**config.mk**
```make
export PLATFORM = sky130hd
export DESIGN_NAME = asat_front
export DESIGN_NICKNAME = d
export VERILOG_FILES = /design/src/hdl/asat_pkg.sv /design/src/hdl/asat_front.sv
export SDC_FILE = /design/constraint.sdc
export NUM_CORES = 1
export LEC_CHECK = 0
export BUFFER_PORTS_ARGS = -buffer_cell sky130_fd_sc_hd__buf_2
export CAP_MARGIN = 10
export CELL_PAD_IN_SITES_DETAIL_PLACEMENT = 0
export CELL_PAD_IN_SITES_GLOBAL_PLACEMENT = 1
export CORE_MARGIN = 8
export CORE_UTILIZATION = 44
export DETAILED_ROUTE_END_ITERATION = 12
export PLACE_DENSITY = 0.89
export SYNTH_ARGS = -nofsm -noshare
export SYNTH_HDL_FRONTEND = slang
export SYNTH_SLANG_ARGS = --single-unit
```
**constraint.sdc**
```tcl
create_clock -name clk -period 9.7 [get_ports clk]
set_input_delay 2.91 -clock clk [delete_from_list [all_inputs] [get_ports clk]]
set_output_delay 2.91 -clock clk [all_outputs]
set_load 0.005 [all_outputs]
```
**src/hdl/asat_pkg.sv**
```systemverilog
`timescale 1ns / 1ps
`default_nettype none
package asat_pkg;

  typedef struct packed {
    logic [2:0]  kind;
    logic [47:0] mac_address;
    logic [15:0] auth_seq;
  } item_t;

  typedef struct packed {
    logic [3:0]  response;
    logic [15:0] response_seq;
    logic        is_last;
    logic [11:0] assoc_id;
    logic [1:0]  notify;
  } result_t;

  localparam logic [2:0] KIND_AUTH    = 3'd0;
  localparam logic [2:0] KIND_DEAUTH  = 3'd1;
  localparam logic [2:0] KIND_ASSOC   = 3'd2;
  localparam logic [2:0] KIND_REASSOC = 3'd3;
  localparam logic [2:0] KIND_DATA    = 3'd4;

  localparam logic [3:0] RESP_AUTH_OK    = 4'd0;
  localparam logic [3:0] RESP_AUTH_OOS   = 4'd1;
  localparam logic [3:0] RESP_NOT_AUTH   = 4'd2;
  localparam logic [3:0] RESP_ASSOC_OK   = 4'd3;
  localparam logic [3:0] RESP_REASSOC_OK = 4'd4;
  localparam logic [3:0] RESP_NONE       = 4'd5;
  localparam logic [3:0] RESP_FORWARD    = 4'd6;
  localparam logic [3:0] RESP_DROP       = 4'd7;
  localparam logic [3:0] RESP_FULL       = 4'd8;

  localparam logic [1:0] ST_NOT_AUTH = 2'd0;
  localparam logic [1:0] ST_AUTH     = 2'd1;
  localparam logic [1:0] ST_ASSOC    = 2'd2;

  localparam logic [1:0] NOTIFY_NONE   = 2'd0;
  localparam logic [1:0] NOTIFY_ASSOC  = 2'd1;
  localparam logic [1:0] NOTIFY_DISASC = 2'd2;

  localparam int MCAST_BIT = 40;
  localparam logic [3:0] AUTH_STEPS_RESET = 4'd4;
  localparam logic [1:0] REG_AUTH_STEPS = 2'd0;

  typedef enum logic [2:0] {
    BK_IDLE,
    BK_SEARCH,
    BK_READ,
    BK_EXEC,
    BK_DONE
  } back_state_t;

endpackage
`default_nettype wire

```
**src/hdl/asat_front.sv**
```systemverilog
`timescale 1ns / 1ps
`default_nettype none
// Two-entry queue of accepted commands; the back end pops one at a time.
module asat_front (
  input  wire             clk,
  input  wire             rst,
  input  wire             push,
  input  asat_pkg::item_t push_item,
  output logic            full,
  input  wire             pop,
  output logic            not_empty,
  output asat_pkg::item_t head
);
  asat_pkg::item_t slot [2];
  logic            rd_ptr, wr_ptr;
  logic [1:0]      count;

  always_ff @(posedge clk) begin
    if (rst) begin
      rd_ptr <= 1'b0;
      wr_ptr <= 1'b0;
      count  <= 2'd0;
    end else begin
      if (push) wr_ptr <= ~wr_ptr;
      if (pop) rd_ptr <= ~rd_ptr;
      count <= count + {1'b0, push} - {1'b0, pop};
    end
  end

  always_ff @(posedge clk) begin
    if (push) slot[wr_ptr] <= push_item;
  end

  assign full      = count[1];
  assign not_empty = (count != 2'd0);
  assign head      = slot[rd_ptr];
endmodule
`default_nettype wire

```
==> flow_metrics.env <==
export IMPL_tritoncts="yes"
export IMPL_die_area_um2=15400
export IMPL_setup_violations=0
export IMPL_post_cts_buffers=0
export IMPL_synth_nets=301
export IMPL_dp_slack_ns=5.16
export IMPL_die_h_um=124
export IMPL_drv_cap=0
export IMPL_worst_slew_pin_slew_ns=1.05
export IMPL_gr_total_overflow=0
export IMPL_diodes=0
export IMPL_grt_pass1_vias=2929
export IMPL_min_period_over_period_pct=51.1
export IMPL_leakage_nw=2.55
export IMPL_drive_gt1_share_pct=61.3
export IMPL_p_total_mw=1.48
export IMPL_fin_nets=453
export IMPL_synth_compound_area_share_pct=0
export IMPL_wire_per_inst_um=17.5
export IMPL_clock_fmax_mhz=202
export IMPL_grt_usage_pct=12.3
export IMPL_arrival_ns=2.05
export IMPL_critical_path_startpoint_type="flop"
export IMPL_skew_ns=0.00597
export IMPL_path_buf_inv=1
export IMPL_grt_max_degree=68
export IMPL_layout_commonest_cell="buf_2"
export IMPL_drt_initial_drc_count=97
export IMPL_cts_made_buffers=17
export IMPL_clockBufferDepth=2
export IMPL_antenna_found_initial=1
export IMPL_coreArea_um2=11400
export IMPL_wirelength_mm=9.39
export IMPL_clock_latency_ns=0.40
export IMPL_synth_cells=228
export IMPL_end_kind="output port"
export IMPL_period_needed_ns=4.96
export IMPL_synthDistinctLibCells=15
export IMPL_fp_dieW_um=124
export IMPL_cp_required_ns=6.79
export IMPL_crit_type="flop to output port"
export IMPL_muxShareOfSynthArea_pct=16.8
export IMPL_powerDensity_nw_per_um2=225
export IMPL_ys_warn_count=0
export IMPL_synth_area_per_cell_um2=22.6
export IMPL_port_buffers=139
export IMPL_area_growth_pct=27.8
export IMPL_clock_sinks=139
export IMPL_hold_slack_ns=0.518
export IMPL_routabilityCongestion=0.635
export IMPL_hold_viol_final=0
export IMPL_crit_chain="mux2_2, buf_2"
export IMPL_placed_area_um2=6000
export IMPL_cts_hold_buffers=0
export IMPL_h_tree_depth=4
export IMPL_synth_seq_area_share_pct=79.9
export IMPL_synth_simple_area_share_pct=0.776
export IMPL_grt_first_pass_wirelength_mm=15.0
export IMPL_hpwlAfterDp_mm=6.26
export IMPL_slowest_stage="dfxtp_4"
export IMPL_rows=39
export IMPL_vias=2561
export IMPL_slew_viol_final=0
export IMPL_status="finished, final reports clean"
export IMPL_cts_root_buffer="clkbuf_16"
export IMPL_final_area_um2=6590
export IMPL_rsz0062_at_grt="no"
export IMPL_yosys_area_share_xor_xnor_pct=0.776
export IMPL_vias_per_cell=4.78
export IMPL_drtAntennaViolNets=0
export IMPL_timing_slew_headroom_pct=29.9
export IMPL_synth_area_um2=5160
export IMPL_clkTransAtPathRegs_ns=0.06
export IMPL_drc=0
export IMPL_synth_top_family_by_area="multiplexers"
export IMPL_fin_setup_tns_ns=0
export IMPL_final_cell_mix="139 x buf_2, 134 x edfxtp_1, 37 x mux2_2"
export IMPL_cp_slowest_stage_delay_ns=1.03
export IMPL_initial_core_util_pct=45.2
export IMPL_ys_ff_latch=139
export IMPL_synth_adder_area_share_pct=0.485
export IMPL_ios=140
export IMPL_dr_pass1_iters=4
export IMPL_critPathTopFamily="flip-flops"
export IMPL_peakVddDrop_uv=113
export IMPL_post_cts_resized=0
export IMPL_hp_class="flop to flop"
export IMPL_worst_slack_ns=4.74
export IMPL_cp_max_fo=67
cell families (layout without fill, tap and decap cells):
family,count (synthesis),after routing
flops,139,139
mux,67,67
buf+inv,9,174
simple gates,8,8
xor+xnor,3,3
fa+ha+maj,2,2
area by class of cell:
type	count	area, um2
multi-input combinational	80	982
clock buffer	22	474
clock inverter	10	119
sequential	139	4130
tap	143	179
fill	918	4830
timing repair buffer	140	703
inverter	2	7.51
registers in the layout (all words and copies together), names as in the netlist, named ones only:
name and cells:
rd_ptr 1, count 2, wr_ptr 1, slot 134
where the power goes:
group,internal [mW],switching [mW]
sequential,0.702,0.0218
clock,0.399,0.229
combinational,0.0782,0.0539
cells in the mapped netlist:
| library cell | count | area, um2 |
|---|---|---|
| or2_2 | 1 | 6.26 |
| xnor2_1 | 2 | 17.5 |
| nor2_1 | 4 | 15.0 |
| edfxtp_1 | 134 | 4020 |
| nor2b_1 | 2 | 12.5 |
| and2_1 | 1 | 6.26 |
| dfxtp_1 | 5 | 100 |
| ha_1 | 2 | 25.0 |
| buf_4 | 1 | 7.51 |
| inv_1 | 2 | 7.51 |
| xnor3_1 | 1 | 22.5 |
| mux2_2 | 37 | 417 |
| buf_6 | 3 | 33.8 |
| buf_2 | 3 | 15.0 |
| mux2_4 | 30 | 450 |
worst paths after layout:
| check | startpoint | end | slack, ns | cells after the start |
|---|---|---|---|---|
| worst min register to register | rd_ptr$_SDFFE_PP0P_ | rd_ptr$_SDFFE_PP0P_ | 0.52 | 2 |
| worst max-delay path | flop | head[66] | 4.74 | 2 |
| worst max register to register | wr_ptr$_SDFFE_PP0P_ | slot[1][59]$_DFFE_PP_ | 8.09 | 1 |
| worst min-delay path | rd_ptr$_SDFFE_PP0P_ | rd_ptr$_SDFFE_PP0P_ | 0.52 | 2 |
layer usage:
metal  routed length [um]  GRT usage, %  vias to the layer above
li1                     -             -                     1203
met5                   11             0                        -
met3                  583          4.98                       16
met2                 4680          20.6                       89
met4                  170          6.52                        2
met1                 3950          13.2                     1251
metrics by stage:
step | utilization (%) | std cells
after floorplan | - | 228
after global placement | 52.5 | 504
after detailed placement | 52.5 | 504
after CTS | 57.7 | 536
after global routing | 57.7 | 536
final | 57.7 | 536
(Power assumes the default switching activity.)
